File: src/ecp_pkg.sv
// Shared types and constants for the expansion card identity and chunk directory parser.
`default_nettype none

package ecp_pkg;

    localparam int unsigned DATA_W     = 8;
    localparam int unsigned OUT_DATA_W = 176;
    localparam int unsigned KIND_W     = 2;
    localparam int unsigned ERR_W      = 3;
    localparam int unsigned POS_W      = 3;

    // Record kinds.
    localparam logic [KIND_W-1:0] KIND_HEADER = 2'd0;
    localparam logic [KIND_W-1:0] KIND_CHUNK  = 2'd1;
    localparam logic [KIND_W-1:0] KIND_END    = 2'd2;
    localparam logic [KIND_W-1:0] KIND_ERROR  = 2'd3;

    // Error codes.
    localparam logic [ERR_W-1:0] ERR_NONE       = 3'd0;
    localparam logic [ERR_W-1:0] ERR_NOT_CONF   = 3'd1;
    localparam logic [ERR_W-1:0] ERR_RSVD_BYTE0 = 3'd2;
    localparam logic [ERR_W-1:0] ERR_RSVD_BYTE1 = 3'd3;
    localparam logic [ERR_W-1:0] ERR_RSVD_BYTE2 = 3'd4;
    localparam logic [ERR_W-1:0] ERR_OSID_MSB   = 3'd5;

    // Header check masks.
    localparam logic [DATA_W-1:0] ID_CONF_MASK   = 8'h80;
    localparam logic [DATA_W-1:0] ID_RSVD_MASK   = 8'h7A;
    localparam logic [DATA_W-1:0] FLAG_RSVD_MASK = 8'hF0;

    typedef enum logic [3:0] {
        PH_HEADER = 4'b0001,
        PH_INTPTR = 4'b0010,
        PH_DIR    = 4'b0100,
        PH_DONE   = 4'b1000
    } phase_t;

    typedef struct packed {
        logic              valid;
        logic [KIND_W-1:0] record_kind;
        logic [ERR_W-1:0]  error_code;
        logic [5:0]        card_flags;
        logic [15:0]       product_id;
        logic [15:0]       maker_id;
        logic [7:0]        country_code;
        logic [31:0]       irq_pointer;
        logic [31:0]       fiq_pointer;
        logic [2:0]        os_type;
        logic [3:0]        os_subtype;
        logic [23:0]       chunk_size;
        logic [31:0]       chunk_address;
    } result_t;

endpackage

`default_nettype wire

File: src/ecp_in_stage.sv
// Input register that holds one accepted item until the parser consumes it.
`default_nettype none

module ecp_in_stage (
    input  wire logic                       clk,
    input  wire logic                       rst_n,
    input  wire logic                       s_tvalid,
    output logic                            s_tready,
    input  wire logic [ecp_pkg::DATA_W-1:0] s_tdata,
    input  wire logic                       s_tlast,
    input  wire logic                       advance,
    output logic                            item_valid,
    output logic [ecp_pkg::DATA_W-1:0]      item_byte,
    output logic                            item_last
);

    logic                      valid_reg;
    logic                      valid_next;
    logic [ecp_pkg::DATA_W-1:0] byte_reg;
    logic                      last_reg;
    logic                      accept;

    assign s_tready = !valid_reg || advance;
    assign accept   = s_tvalid && s_tready;

    always_comb
    begin
        valid_next = valid_reg;
        if (accept)
        begin
            valid_next = 1'b1;
        end
        else if (advance)
        begin
            valid_next = 1'b0;
        end
    end

    always_ff @(posedge clk or negedge rst_n)
    begin
        if (!rst_n)
        begin
            valid_reg <= 1'b0;
        end
        else
        begin
            valid_reg <= valid_next;
        end
    end

    always_ff @(posedge clk)
    begin
        if (accept)
        begin
            byte_reg <= s_tdata;
            last_reg <= s_tlast;
        end
    end

    assign item_valid = valid_reg;
    assign item_byte  = byte_reg;
    assign item_last  = last_reg;

endmodule

`default_nettype wire

File: src/ecp_parse.sv
// Parser state and the per-byte decode that produces at most one record.
`default_nettype none

module ecp_parse (
    input  wire logic                       clk,
    input  wire logic                       rst_n,
    input  wire logic                       consume,
    input  wire logic [ecp_pkg::DATA_W-1:0] data_byte,
    input  wire logic                       last_byte,
    output ecp_pkg::result_t                res
);

    ecp_pkg::phase_t            phase_reg, phase_next;
    logic [ecp_pkg::POS_W-1:0]  pos_reg, pos_next;
    logic [7:0]                 id_reg, id_next;
    logic [7:0]                 flag_reg, flag_next;
    logic [15:0]                product_reg, product_next;
    logic [15:0]                maker_reg, maker_next;
    logic [7:0]                 country_reg, country_next;
    logic [31:0]                irq_reg, irq_next;
    logic [31:0]                fiq_reg, fiq_next;
    logic [7:0]                 osid_reg, osid_next;
    logic [23:0]                size_reg, size_next;
    logic [31:0]                addr_reg, addr_next;

    always_comb
    begin
        logic emit_hdr;
        logic pos_end;

        emit_hdr     = 1'b0;
        pos_end      = (pos_reg == 3'd7);
        res          = '0;
        phase_next   = phase_reg;
        pos_next     = pos_reg + 3'd1;
        id_next      = id_reg;
        flag_next    = flag_reg;
        product_next = product_reg;
        maker_next   = maker_reg;
        country_next = country_reg;
        irq_next     = irq_reg;
        fiq_next     = fiq_reg;
        osid_next    = osid_reg;
        size_next    = size_reg;
        addr_next    = addr_reg;

        case (phase_reg)
            ecp_pkg::PH_HEADER:
            begin
                case (pos_reg)
                    3'd0:
                    begin
                        id_next = data_byte;
                        if ((data_byte & ecp_pkg::ID_CONF_MASK) != '0)
                        begin
                            res.valid      = 1'b1;
                            res.error_code = ecp_pkg::ERR_NOT_CONF;
                        end
                        else if ((data_byte & ecp_pkg::ID_RSVD_MASK) != '0)
                        begin
                            res.valid      = 1'b1;
                            res.error_code = ecp_pkg::ERR_RSVD_BYTE0;
                        end
                    end
                    3'd1:
                    begin
                        flag_next = data_byte;
                        if ((data_byte & ecp_pkg::FLAG_RSVD_MASK) != '0)
                        begin
                            res.valid      = 1'b1;
                            res.error_code = ecp_pkg::ERR_RSVD_BYTE1;
                        end
                    end
                    3'd2:
                    begin
                        if (data_byte != '0)
                        begin
                            res.valid      = 1'b1;
                            res.error_code = ecp_pkg::ERR_RSVD_BYTE2;
                        end
                    end
                    3'd3: product_next[7:0]  = data_byte;
                    3'd4: product_next[15:8] = data_byte;
                    3'd5: maker_next[7:0]    = data_byte;
                    3'd6: maker_next[15:8]   = data_byte;
                    default:
                    begin
                        country_next = data_byte;
                        if (flag_reg[1])
                        begin
                            phase_next = ecp_pkg::PH_INTPTR;
                            pos_next   = '0;
                        end
                        else
                        begin
                            emit_hdr = 1'b1;
                        end
                    end
                endcase
                if (res.valid)
                begin
                    res.record_kind = ecp_pkg::KIND_ERROR;
                    phase_next      = ecp_pkg::PH_DONE;
                end
            end
            ecp_pkg::PH_INTPTR:
            begin
                // Each pointer arrives mask byte first, then its address low to high.
                case (pos_reg)
                    3'd0: irq_next[31:24] = data_byte;
                    3'd1: irq_next[7:0]   = data_byte;
                    3'd2: irq_next[15:8]  = data_byte;
                    3'd3: irq_next[23:16] = data_byte;
                    3'd4: fiq_next[31:24] = data_byte;
                    3'd5: fiq_next[7:0]   = data_byte;
                    3'd6: fiq_next[15:8]  = data_byte;
                    default: fiq_next[23:16] = data_byte;
                endcase
                emit_hdr = pos_end;
            end
            ecp_pkg::PH_DIR:
            begin
                case (pos_reg)
                    3'd0: osid_next         = data_byte;
                    3'd1: size_next[7:0]    = data_byte;
                    3'd2: size_next[15:8]   = data_byte;
                    3'd3: size_next[23:16]  = data_byte;
                    3'd4: addr_next[7:0]    = data_byte;
                    3'd5: addr_next[15:8]   = data_byte;
                    3'd6: addr_next[23:16]  = data_byte;
                    default: addr_next[31:24] = data_byte;
                endcase
                if (pos_end)
                begin
                    res.valid = 1'b1;
                    pos_next  = '0;
                    if (osid_next == '0 && size_next == '0)
                    begin
                        res.record_kind = ecp_pkg::KIND_END;
                        phase_next      = ecp_pkg::PH_DONE;
                    end
                    else if (!osid_next[7])
                    begin
                        res.record_kind = ecp_pkg::KIND_ERROR;
                        res.error_code  = ecp_pkg::ERR_OSID_MSB;
                        phase_next      = ecp_pkg::PH_DONE;
                    end
                    else
                    begin
                        res.record_kind   = ecp_pkg::KIND_CHUNK;
                        res.os_type       = osid_next[6:4];
                        res.os_subtype    = osid_next[3:0];
                        res.chunk_size    = size_next;
                        res.chunk_address = addr_next;
                    end
                end
            end
            default:
            begin
                pos_next = pos_reg;
            end
        endcase

        if (emit_hdr)
        begin
            res.valid        = 1'b1;
            res.record_kind  = ecp_pkg::KIND_HEADER;
            res.card_flags   = {flag_reg[3:2], flag_reg[1], flag_reg[0], id_reg[2], id_reg[0]};
            res.product_id   = product_next;
            res.maker_id     = maker_next;
            res.country_code = country_next;
            res.irq_pointer  = irq_next;
            res.fiq_pointer  = fiq_next;
            phase_next       = flag_reg[0] ? ecp_pkg::PH_DIR : ecp_pkg::PH_DONE;
            pos_next         = '0;
        end

        // The final byte of an image is decoded as usual, then everything rearms.
        if (last_byte)
        begin
            phase_next   = ecp_pkg::PH_HEADER;
            pos_next     = '0;
            id_next      = '0;
            flag_next    = '0;
            product_next = '0;
            maker_next   = '0;
            country_next = '0;
            irq_next     = '0;
            fiq_next     = '0;
            osid_next    = '0;
            size_next    = '0;
            addr_next    = '0;
        end
    end

    always_ff @(posedge clk or negedge rst_n)
    begin
        if (!rst_n)
        begin
            phase_reg   <= ecp_pkg::PH_HEADER;
            pos_reg     <= '0;
            id_reg      <= '0;
            flag_reg    <= '0;
            product_reg <= '0;
            maker_reg   <= '0;
            country_reg <= '0;
            irq_reg     <= '0;
            fiq_reg     <= '0;
            osid_reg    <= '0;
            size_reg    <= '0;
            addr_reg    <= '0;
        end
        else if (consume)
        begin
            phase_reg   <= phase_next;
            pos_reg     <= pos_next;
            id_reg      <= id_next;
            flag_reg    <= flag_next;
            product_reg <= product_next;
            maker_reg   <= maker_next;
            country_reg <= country_next;
            irq_reg     <= irq_next;
            fiq_reg     <= fiq_next;
            osid_reg    <= osid_next;
            size_reg    <= size_next;
            addr_reg    <= addr_next;
        end
    end

endmodule

`default_nettype wire

File: src/ecp_out_stage.sv
// Result register that holds one record until the downstream side takes it.
`default_nettype none

module ecp_out_stage (
    input  wire logic                           clk,
    input  wire logic                           rst_n,
    input  wire logic                           load,
    input  wire ecp_pkg::result_t               res,
    output logic                                m_tvalid,
    input  wire logic                           m_tready,
    output logic [ecp_pkg::OUT_DATA_W-1:0]      m_tdata,
    output logic [ecp_pkg::KIND_W-1:0]          m_tuser
);

    logic             valid_reg;
    logic             valid_next;
    ecp_pkg::result_t res_reg;

    always_comb
    begin
        valid_next = valid_reg;
        if (load)
        begin
            valid_next = 1'b1;
        end
        else if (m_tready)
        begin
            valid_next = 1'b0;
        end
    end

    always_ff @(posedge clk or negedge rst_n)
    begin
        if (!rst_n)
        begin
            valid_reg <= 1'b0;
        end
        else
        begin
            valid_reg <= valid_next;
        end
    end

    always_ff @(posedge clk)
    begin
        if (load)
        begin
            res_reg <= res;
        end
    end

    assign m_tvalid = valid_reg;
    assign m_tuser  = res_reg.record_kind;
    assign m_tdata  = {res_reg.chunk_address, res_reg.chunk_size, res_reg.os_subtype,
                       res_reg.os_type, res_reg.fiq_pointer, res_reg.irq_pointer,
                       res_reg.country_code, res_reg.maker_id, res_reg.product_id,
                       res_reg.card_flags, res_reg.error_code};

endmodule

`default_nettype wire

File: src/expansion_card_id_chunk_parser_top.sv
// A byte waits in the input register; its record, if any, is loaded into the result register.
// Throughput: one byte per cycle while the output side keeps taking records; the input register
// refills as it hands a byte on, and the result register loads only bytes that yield a record.
// The per-byte decode between the two registers is a field capture and a few compares.
// Reset (rst_n low, asynchronous) empties both registers and returns the parser to the
// identity header with all captured fields cleared.
`default_nettype none

module expansion_card_id_chunk_parser_top (
    input  wire logic                           clk,
    input  wire logic                           rst_n,
    input  wire logic                           s_tvalid,
    output logic                                s_tready,
    input  wire logic [ecp_pkg::DATA_W-1:0]     s_tdata,   // [7:0] data_byte
    input  wire logic                           s_tlast,
    output logic                                m_tvalid,
    input  wire logic                           m_tready,
    // [2:0] error_code, [8:3] card_flags, [24:9] product_id, [40:25] maker_id,
    // [48:41] country_code, [80:49] irq_pointer, [112:81] fiq_pointer,
    // [115:113] os_type, [119:116] os_subtype, [143:120] chunk_size,
    // [175:144] chunk_address
    output logic [ecp_pkg::OUT_DATA_W-1:0]      m_tdata,
    output logic [ecp_pkg::KIND_W-1:0]          m_tuser    // [1:0] record_kind
);

    logic                       item_valid;
    logic [ecp_pkg::DATA_W-1:0] item_byte;
    logic                       item_last;
    logic                       advance;
    ecp_pkg::result_t           res;

    // A byte that yields no record never waits on the output side.
    assign advance = item_valid && (!res.valid || !m_tvalid || m_tready);

    ecp_in_stage u_in (
        .clk        (clk),
        .rst_n      (rst_n),
        .s_tvalid   (s_tvalid),
        .s_tready   (s_tready),
        .s_tdata    (s_tdata),
        .s_tlast    (s_tlast),
        .advance    (advance),
        .item_valid (item_valid),
        .item_byte  (item_byte),
        .item_last  (item_last)
    );

    ecp_parse u_parse (
        .clk       (clk),
        .rst_n     (rst_n),
        .consume   (advance),
        .data_byte (item_byte),
        .last_byte (item_last),
        .res       (res)
    );

    ecp_out_stage u_out (
        .clk      (clk),
        .rst_n    (rst_n),
        .load     (advance && res.valid),
        .res      (res),
        .m_tvalid (m_tvalid),
        .m_tready (m_tready),
        .m_tdata  (m_tdata),
        .m_tuser  (m_tuser)
    );

endmodule

`default_nettype wire

File: config.mk
export PLATFORM = sky130hd
export DESIGN_NAME = expansion_card_id_chunk_parser_top
export DESIGN_NICKNAME = d
export VERILOG_FILES = /design/src/ecp_pkg.sv /design/src/ecp_in_stage.sv /design/src/ecp_parse.sv /design/src/ecp_out_stage.sv /design/src/expansion_card_id_chunk_parser_top.sv
export SDC_FILE = /design/constraint.sdc
export NUM_CORES = 1
export LEC_CHECK = 0
export ABC_AREA = 1
export BUFFER_PORTS_ARGS = -buffer_cell sky130_fd_sc_hd__buf_2
export CORE_MARGIN = 10
export CORE_UTILIZATION = 30
export DETAILED_ROUTE_END_ITERATION = 10
export HOLD_SLACK_MARGIN = 0.1
export PLACE_DENSITY = 0.48
export SLEW_MARGIN = 5
export SYNTH_ARGS = -nofsm -noshare
export SYNTH_HDL_FRONTEND = slang
export SYNTH_SLANG_ARGS = --single-unit
File: constraint.sdc
create_clock -name clk -period 6.6 [get_ports clk]
set_clock_uncertainty 0.2 [all_clocks]
set_input_delay 0.99 -clock clk [delete_from_list [all_inputs] [get_ports clk]]
set_output_delay 0.99 -clock clk [all_outputs]
set_load 0.02 [all_outputs]
==> results_dict.tcl, run 1 <==
set metrics [dict create \
    vias 12748 \
    place.gp.congestion 0.8109 \
    cp.arrival_ps 4240 \
    min_path_type "in -> async" \
    grt_pass1_wl_mm 76.74 \
    ys.flop_type "edfxtp_1" \
    ys_types 33 \
    r2r_start "u_in.item_byte[7]$_DFFE_PP_" \
    p_leak_nw 8.516 \
    timing.slew.headroom_pct 17.77 \
    portBuffers 192 \
    synth-seq-cells 370 \
    cts.path.max_buffers 3 \
    setup_viol 0 \
    endpoint_kind "flip-flop" \
    syn_inst 1907 \
    synthTopCellsByArea "edfxtp_1, dfrtp_1, nand2_1, nor2_1, inv_1" \
    overflow 0 \
    critical_path.max_fanout 84 \
    dpl.hpwl_mm 31.68 \
    grt_pass1_vias 12774 \
    vias_per_cell 4.481 \
    rsz0062_at_grt "no" \
    path_class "reg -> reg" \
    dp_cells 2763 \
    cts-htree-levels 2 \
    cts_num_sinks 370 \
    antenna_found_initial 0 \
    synth_most_common_cell "nand2_1" \
    insertedDiodeCount 0 \
    instances_no_fill 2845 \
    outcome "finished clean" \
    cts_buffers 44 \
    ys_top_cells_by_count "nand2_1, nor2_1, inv_1, edfxtp_1, dfrtp_1" \
    totalWireLength_mm 49.25 \
    largest_reg_flops 176 \
    period_minus_slack_ps 4267 \
    fp-row-count 87 \
    cp-startpoint "u_in.item_byte[7]$_DFFE_PP_" \
    synth_edf_count 187 \
    nets 2072 \
    die_h_um 257.7 \
    finalMaxSlewViolations 0 \
    area_growth_pct 16.96 \
    die_x_um 257.7 \
    syn_area_per_cell_um2 8.888 \
    post_route_cells_drive_above_1_share_pct 14.74 \
    netlist.area_leader.share_pct 33.13 \
    cts_tree "done" \
    drcViolationCount 0 \
    post_cts_resized 0 \
    powerDensity_nw_per_um2 379.9 \
    syn_nets 1926 \
    yosysTopAreaCell "edfxtp_1" \
    synth-async-reset-ratio_pct 49.46 \
    worst_pin_slew_ps 1233 \
    clk_latency_ps 570 \
    cts_hold_buf 0 \
    drtAntennaViolNets 0 \
    clk_pin_slew_ps 60 \
    fin_area_um2 19820 \
    die-area_um2 66400 \
    cp-start-kind "flip-flop" \
    final-hold-violation-count 0 \
    wl_per_cell_um 17.31 \
    ioPinCount 193 \
    fmax_mhz 234.3 \
    whs_ps 236.5 \
    ys_warn_count 0 \
    syn_area_um2 16950 \
    start_util_pct 30.17 \
    fin_setup_tns_ps 0 \
    clockRootBuffer "clkbuf_16" \
    post_cts.repair.setup_buffers 0 \
    final_util_pct 35.29 \
    grt_max_degree 89 \
    maxCapViolCount 0 \
    core_um2 56170 \
    grt_use_total_pct 14.57 \
    ir_drop_uv 188.7 \
    drtIter0Drc 989 \
    worstPathRequired_ps 6570 \
    yosysSeqAreaShare_pct 60.16 \
    dr.pass1.iters 5 \
    fin_crit_sh_pct 64.66 \
    placed_cell_area_um2 18370 \
]
-- cell type report --
type,count,area (um2)
fill,5795,36350
sequential,370,10200
multi-input combinational,1228,5389
clock buffer,55,1185
timing repair buffer,205,1067
tap,756,945.9
inverter,204,772.0
clock inverter,27,267.8
-- layout by cell type (no fill, tap or decap), types with 2 or more instances in the layout --
master | Yosys | final
clkinv_2 | 0 | 12
clkinv_1 | 0 | 8
o21ai_1 | 66 | 66
nand2_1 | 574 | 574
o21ai_0 | 52 | 52
inv_2 | 4 | 5
clkinv_4 | 0 | 2
ha_1 | 6 | 6
o21ai_2 | 10 | 10
buf_2 | 22 | 191
clkbuf_16 | 0 | 46
nor2_1 | 357 | 357
dfrtp_1 | 182 | 182
o21a_1 | 87 | 87
buf_4 | 17 | 13
clkbuf_1 | 50 | 9
edfxtp_1 | 187 | 187
nand4_1 | 11 | 11
inv_1 | 200 | 197
nand2_2 | 5 | 5
bufinv_16 | 0 | 5
nand2_4 | 5 | 5
nor2_2 | 2 | 2
nand3_1 | 33 | 33
nor3_1 | 8 | 8
or2_2 | 3 | 3
-- through the flow --
step | total power [mW] | setup slack (ps)
after floorplan | 4.506 | 625.6
after global placement | 5.154 | 2333
after detailed placement | 5.160 | 2327
after CTS | 7.664 | 2306
after global routing | 7.961 | 1986
final | 7.530 | 2333
-- power breakdown --
part           internal, mW  leakage (nW)  switching [mW]  total [mW]
Clock                  1.47         0.715           0.984        2.45
Sequential             2.91          4.31           0.158        3.07
Combinational         0.483          3.49            1.53        2.01
Total                  4.86          8.52            2.67        7.53
-- kinds of logic after synthesis --
family          Yosys count  synth area share, %
mux                       1              0.05906
fa+ha+maj                 6               0.4429
buf+inv                 309                8.047
simple gates           1003                23.26
flops                   370                60.16
compound gates          218                8.032
-- routing by layer --
metal / vias to the layer above / GRT usage, % / part of all wire [%]
li1: 6275 / - / -
met1: 6051 / 19.89 / 46
met2: 332 / 22.77 / 45
met3: 90 / 2.945 / 5.5
met4: 0 / 4.852 / 2.8
met5: - / 0 / 0
-- path summary, 6_finish.rpt --
| kind | to | slack [ps] | depth (start not counted) |
|---|---|---|---|
| min in group clk | u_parse.size_reg[23]$_DFFE_PN0P_ | 270 | 2 |
| worst min register to register | u_parse.size_reg[23]$_DFFE_PN0P_ | 270 | 2 |
| worst max register to register | u_out.m_tdata[160]$_SDFFCE_PP0P_ | 2330 | 10 |
| worst max-delay path | u_out.m_tdata[160]$_SDFFCE_PP0P_ | 2330 | 10 |
| max in group asynchronous | u_parse.pos_reg[0]$_DFFE_PN0P_ | 4640 | 2 |
| worst min-delay path | u_parse.addr_reg[12]$_DFFE_PN0P_ | 240 | 1 |
-- critical path, stage by stage, from the launching register on --
cell	delay [ps]
edfxtp_1	640
inv_1	590
nor2_1	130
a21oi_2	140
nand3_1	180
nand2_1	230
nand2_4	100
a21oi_4	130
nand2_1	110
clkinv_4	330
buf_4	860
Note: power is estimated with default switching activity, not from simulation.
==> run 2: changes to the inputs <==
==> constraint.sdc (replaced) <==
create_clock -name clk -period 4.41 [get_ports clk]
set_clock_uncertainty 0.2 [all_clocks]
set_input_delay 0.6615 -clock clk [delete_from_list [all_inputs] [get_ports clk]]
set_output_delay 0.6615 -clock clk [all_outputs]
set_load 0.02 [all_outputs]
==> run 2 against run 1 <==
  * Global-route usage increased by 0.17 points
  * Die area unchanged
  * Wire length is 0.95% higher
  * Sequential cell count stayed put
  * Non-clock buffer count up 31
  * Setup slack lost 1700 ps
==> results_dict.tcl, run 2 (same netlist as run 1, synthesis figures left out) <==
set metrics [dict create \
    outcome "finished clean" \
    grt_use_met2_pct 23.44 \
    area_growth_pct 18.23 \
    endpoint_kind "output pin" \
    endpoint "s_tready" \
    crit_cells 11 \
    setup_viol 0 \
    clockRootBuffer "clkbuf_16" \
    power_switching_mw 3.980 \
    core_um2 56170 \
    fin_area_um2 20040 \
    placed_cell_area_um2 18600 \
    power_frac_seq_pct 41.2 \
    final_cell_mix "nand2_1, nor2_1, inv_1, buf_2, edfxtp_1" \
    cts.path.max_buffers 3 \
    layout_setup_ws_ps 676.0 \
    cts-htree-levels 2 \
    p_leak_nw 8.621 \
    clk_pin_slew_ps 60 \
    wl_per_cell_um 17.30 \
    final-hold-violation-count 0 \
    num-fill-cells 5829 \
    fp-row-count 87 \
    globalRouteMet3Util_pct 3.209 \
    overflow 0 \
    layout_commonest_cell "nand2_1" \
    multi_input_area_um2 5421 \
    path_delay_family "simple AND/OR/NAND/NOR gates" \
    rsz0062_at_grt "no" \
    path_buf_inv 2 \
    cp.arrival_ps 2870 \
    vias_per_cell 4.450 \
    start_util_pct 30.17 \
    fin_crit_sh_pct 84.67 \
    powerDensity_nw_per_um2 553.2 \
    portBuffers 192 \
    r2r_start "u_in.item_byte[0]$_DFFE_PP_" \
    totalWireLength_mm 49.72 \
    vias 12789 \
    cp-start-kind "flip-flop" \
    path_class "reg -> out" \
    cts_tree "done" \
    p_int_mw 7.106 \
    regArea_um2 10200 \
    drcViolationCount 0 \
    ff2ff_setup_slack_ps 700 \
    cts_num_sinks 370 \
    slowest_stage "nand2_1" \
    die-area_um2 66400 \
    met1_usage_pct 20.09 \
    largest_reg_flops 176 \
    clk_latency_ps 580 \
    drtIter0Drc 808 \
    cpPeakStageDelay_ps 400 \
    worstPathRequired_ps 3550 \
    r2r_end "u_out.m_tdata[143]$_SDFFCE_PP0P_" \
    critical_path.max_fanout 12 \
    nets 2102 \
    pwr-share-comb_pct 27.8 \
    dpl.hpwl_mm 33.15 \
    place.gp.congestion 0.8282 \
    cts_buffers 43 \
    grt.busiest_layer "met2" \
    antenna_found_initial 1 \
    grt_max_degree 99 \
    timing.slew.headroom_pct 19.40 \
    period_minus_slack_ps 3734 \
    reg2reg_depth 11 \
    drtAntennaViolNets 0 \
    post_route_cells_drive_above_1_share_pct 15.58 \
    sw_frac_of_total_pct 35.90 \
    min_path_type "in -> reg" \
    ir_drop_uv 265.0 \
    die_h_um 257.7 \
    finalMaxSlewViolations 0 \
    pre_cts_ws_ps 659.4 \
    power.share.clock_pct 31.0 \
    fmax_mhz 267.8 \
    grt_use_total_pct 14.74 \
    ioPinCount 193 \
    fin_setup_tns_ps 0 \
    path_cells "inv_1, ha_1, nand2_1, nand2_1, nor2_2, nand3_2, nand2_2, nor2_2, nand2_4, nand3_1, buf_2" \
    grt_pass1_wl_mm 77.47 \
    cp-startpoint "u_parse.pos_reg[1]$_DFFE_PN0P_" \
    insertedDiodeCount 0 \
    grt_pass1_vias 12897 \
    worst_pin_slew_ps 1205 \
    dr.pass1.iters 6 \
    maxCapViolCount 0 \
    die_x_um 257.7 \
]
==> run 2: cell types whose count changed in the layout (fill, tap and decap cells not counted), moves of 3 or more <==
cell           change
bufinv_16          -4
buf_4             +18
dlygate4sd3_1     +10
clkbuf_8           +3
buf_12             +3
clkbuf_1           +7
clkinv_1           -3
==> run 2: layer usage <==
metal | up-vias | routed length, um
met5 | - | 13
met4 | 2 | 990
met3 | 67 | 2684
met2 | 298 | 22660
met1 | 6077 | 23370
li1 | 6345 | -
==> run 2: how the worst min path moves through the flow <==
stage / end / slack (ps) / cells after the start / start
2_1_floorplan: u_in.item_valid$_DFFE_PN0P_ / 170 / 0 / rst_n
3_3_place_gp: u_parse.size_reg[17]$_DFFE_PN0P_ / 250 / 2 / u_parse.size_reg[17]$_DFFE_PN0P_
3_5_place_dp: u_parse.size_reg[16]$_DFFE_PN0P_ / 260 / 2 / u_parse.size_reg[16]$_DFFE_PN0P_
4_1_cts: u_in.item_byte[7]$_DFFE_PP_ / 110 / 1 / s_tdata[7]
5_1_grt: u_in.item_byte[7]$_DFFE_PP_ / 110 / 1 / s_tdata[7]
6_report: u_in.item_byte[7]$_DFFE_PP_ / 150 / 1 / s_tdata[7]
==> run 2: final cells by class <==
| cell class | instances | area share [%] |
|---|---|---|
| Sequential cell | 370 | 50.88 |
| Multi-Input combinational cell | 1228 | 27.05 |
| Inverter | 204 | 3.852 |
| Clock buffer | 64 | 6.125 |
| Timing Repair Buffer | 236 | 6.799 |
| Tap cell | 756 | 4.720 |
| Clock inverter | 16 | 0.5682 |
==> run 2: through the flow <==
step                      hold slack [ps]  util [%]  cells  power (mW)
after global placement              248.3     33.11   2784       7.762
after CTS                           113.6     35.68   2874       11.29
after detailed placement            256.8     33.11   2784       7.768
after global routing                114.0     35.68   2874       11.73
after floorplan                     165.9         -   1907       6.731
final                               147.8     35.68   2874       11.09
==> run 2: timing repair <==
action	4_1_cts	5_1_grt
resized for setup	0	0
setup buffers	0	0
hold buffers	10	0
hold endpoints to repair	98	0
==> run 2: worst reg2reg max path, stage by stage (launching register included) <==
cell and delay (ps):
edfxtp_1 660, inv_1 670, nand2_1 110, o21ai_0 230, nand4_1 230, nor3_1 190
nand2_1 70, nor2_1 120, nand2_1 150, nand3_2 410, buf_12 290, nor2_1 120
==> run 2: power by group through the flow <==
| stage | Sequential [mW] | Clock [mW] | Combinational, mW |
|---|---|---|---|
| after floorplan | 5.18 | 0 | 1.55 |
| after global placement | 4.64 | 0 | 3.12 |
| after detailed placement | 4.64 | 0 | 3.13 |
| after CTS | 4.59 | 3.56 | 3.15 |
| after global routing | 4.63 | 3.69 | 3.41 |
| final | 4.57 | 3.44 | 3.08 |
==> run 3: changes to the inputs <==
--- a/config.mk
+++ b/config.mk
@@ -11,7 +11,7 @@
 export CORE_UTILIZATION = 30
 export DETAILED_ROUTE_END_ITERATION = 10
 export HOLD_SLACK_MARGIN = 0.1
-export PLACE_DENSITY = 0.48
+export PLACE_DENSITY = 0.49
 export SLEW_MARGIN = 5
 export SYNTH_ARGS = -nofsm -noshare
 export SYNTH_HDL_FRONTEND = slang
==> constraint.sdc (replaced) <==
create_clock -name clk -period 3.29 [get_ports clk]
set_clock_uncertainty 0.2 [all_clocks]
set_input_delay 0.4935 -clock clk [delete_from_list [all_inputs] [get_ports clk]]
set_output_delay 0.4935 -clock clk [all_outputs]
set_load 0.02 [all_outputs]
==> run 3 against run 2 <==
  * Non-clock buffer count grew 24
  * Sequential cell count unchanged
  * Utilization is 0.74 points higher
  * Via count grew 0.63%
  * Largest power group unchanged
  * Hold slack better by 120 ps
  * Cell area rose by 2.1%
  * Final cell count increased by 0.77%
  * Power rose by 38%
  * Critical endpoint unchanged
  * Clock power up 43%
  * Register-to-register slack got worse by 420 ps
  * Sequential share of layout area fell by 1.0 points
  * Clock-buffer cell count shrank 14
==> results_dict.tcl, run 3 (same netlist as run 1, synthesis figures left out) <==
set metrics [dict create \
    outcome "finished clean" \
    antenna_found_initial 0 \
    nets 2126 \
    cts.path.max_buffers 3 \
    wl_per_cell_um 16.99 \
    layout_commonest_cell "nand2_1" \
    die_h_um 257.7 \
    drcViolationCount 0 \
    drtIter0Drc 856 \
    grt_use_total_pct 14.52 \
    critical_path.max_fanout 15 \
    maxCapViolCount 0 \
    worstPathRequired_ps 2600 \
    period_minus_slack_ps 3195 \
    grt_pass1_wl_mm 76.31 \
    post_route_cells_drive_above_1_share_pct 16.73 \
    endpoint_kind "output pin" \
    num-fill-cells 5781 \
    fmax_mhz 313.0 \
    largest_reg_flops 176 \
    clockRootBuffer "clkbuf_16" \
    finalMaxSlewViolations 0 \
    ioPinCount 193 \
    sw_frac_of_total_pct 35.20 \
    fin_setup_tns_ps 0 \
    worst_pin_slew_ps 747.2 \
    fin_crit_sh_pct 97.11 \
    insertedDiodeCount 0 \
    path_class "reg -> out" \
    power.total_mw 15.34 \
    regArea_um2 10200 \
    die-area_um2 66400 \
    rsz0062_at_grt "yes" \
    grt_pass1_vias 12735 \
    power.share.clock_pct 32.2 \
    clk_pin_slew_ps 60 \
    fp-row-count 87 \
    cts-htree-levels 2 \
    cts_num_sinks 370 \
    final-hold-violation-count 0 \
    p_int_mw 9.938 \
    portBuffers 192 \
    cts_tree "done" \
    die_x_um 257.7 \
    min_path_type "reg -> reg" \
    dr.pass1.iters 4 \
    timing.slew.headroom_pct 50.19 \
    cp-start-kind "flip-flop" \
    vias_per_cell 4.444 \
    dpl.hpwl_mm 32.84 \
    multi_input_area_um2 5448 \
    totalWireLength_mm 49.22 \
    cts_buffers 43 \
    power_switching_mw 5.397 \
    place.gp.congestion 0.8772 \
    area_growth_pct 20.70 \
    setup_viol 0 \
    powerDensity_nw_per_um2 749.6 \
    pwr-share-comb_pct 27.9 \
    grt_max_degree 108 \
    ir_drop_uv 351.0 \
    clk_latency_ps 570 \
    p_leak_nw 8.819 \
    drtAntennaViolNets 0 \
    vias 12870 \
    final_cell_mix "nand2_1, nor2_1, inv_1, buf_2, edfxtp_1" \
    start_util_pct 30.17 \
    power_frac_seq_pct 39.9 \
    overflow 0 \
    cp.arrival_ps 2500 \
    core_um2 56170 \
    final_util_pct 36.42 \
]
## run 3: through the flow
step,instance area (um2),hold slack [ps],std cells,worst slack [ps]
5_1_grt,20460,288.7,2896,-37.37
2_1_floorplan,16990,-2.091,1907,-1583
3_3_place_gp,18880,248.9,2805,319.5
4_1_cts,20430,264.8,2895,37.94
6_report,20460,262.9,2896,94.93
3_5_place_dp,18880,255.7,2805,225.5
## run 3: repair_timing
item | in CTS | in global routing
hold buffers | 12 | 0
setup buffers | 0 | 1
endpoints found under the setup margin | 1 | 4
endpoints found under the hold margin | 86 | 0
pin swaps | 0 | 1
gates cloned | 0 | 0
resized for setup | 3 | 5
## run 3: area by class of cell
cell class	count	area share (%)
multi-input cells	1228	26.63
clock buffers	50	5.388
well taps	756	4.624
repair buffers	260	8.147
inverters	204	3.798
flip-flops and latches	370	49.84
clock inverters	28	1.572
## run 3: power groups by stage
stage | registers, mW | clock network, mW | logic [mW]
after floorplan | 6.95 | 0 | 2.07
after global placement | 6.20 | 0 | 4.30
after detailed placement | 6.21 | 0 | 4.31
after CTS | 6.14 | 5.07 | 4.35
after global routing | 6.20 | 5.24 | 4.73
final | 6.12 | 4.93 | 4.28
## run 3: final timing paths
kind	from	endpoint	slack, ps	depth (start not counted)
worst max-delay path	u_parse.pos_reg[1]$_DFFE_PN0P_	s_tready	90	10
worst min-delay path	u_parse.phase_reg[0]$_DFFE_PN1P_	u_parse.phase_reg[0]$_DFFE_PN1P_	260	2
worst max register to register	u_parse.pos_reg[1]$_DFFE_PN0P_	u_out.m_tdata[62]$_SDFFCE_PN0P_	280	12
worst min register to register	u_parse.phase_reg[0]$_DFFE_PN1P_	u_parse.phase_reg[0]$_DFFE_PN1P_	260	2
min in group asynchronous	rst_n	u_parse.irq_reg[11]$_DFFE_PN0P_	340	2
max in group asynchronous	rst_n	u_parse.maker_reg[6]$_DFFE_PN0P_	1650	3
## run 3: critical path, cell delays in order, from the launching register on
cell,delay (ps)
dfrtp_1,420
inv_1,90
ha_1,220
nand2_4,100
inv_2,240
a21oi_2,100
nand3_1,160
nand2_1,130
nand2_4,140
nand3_4,110
buf_4,190
## run 3: layer usage
layer  track usage (%)  part of all wire (%)  vias up
li1                  -                     -     6391
met1             19.89                    47     6105
met2             22.91                    46      313
met3             3.004                   5.4       61
met4             4.052                   2.2        0
met5                 0                     0        -
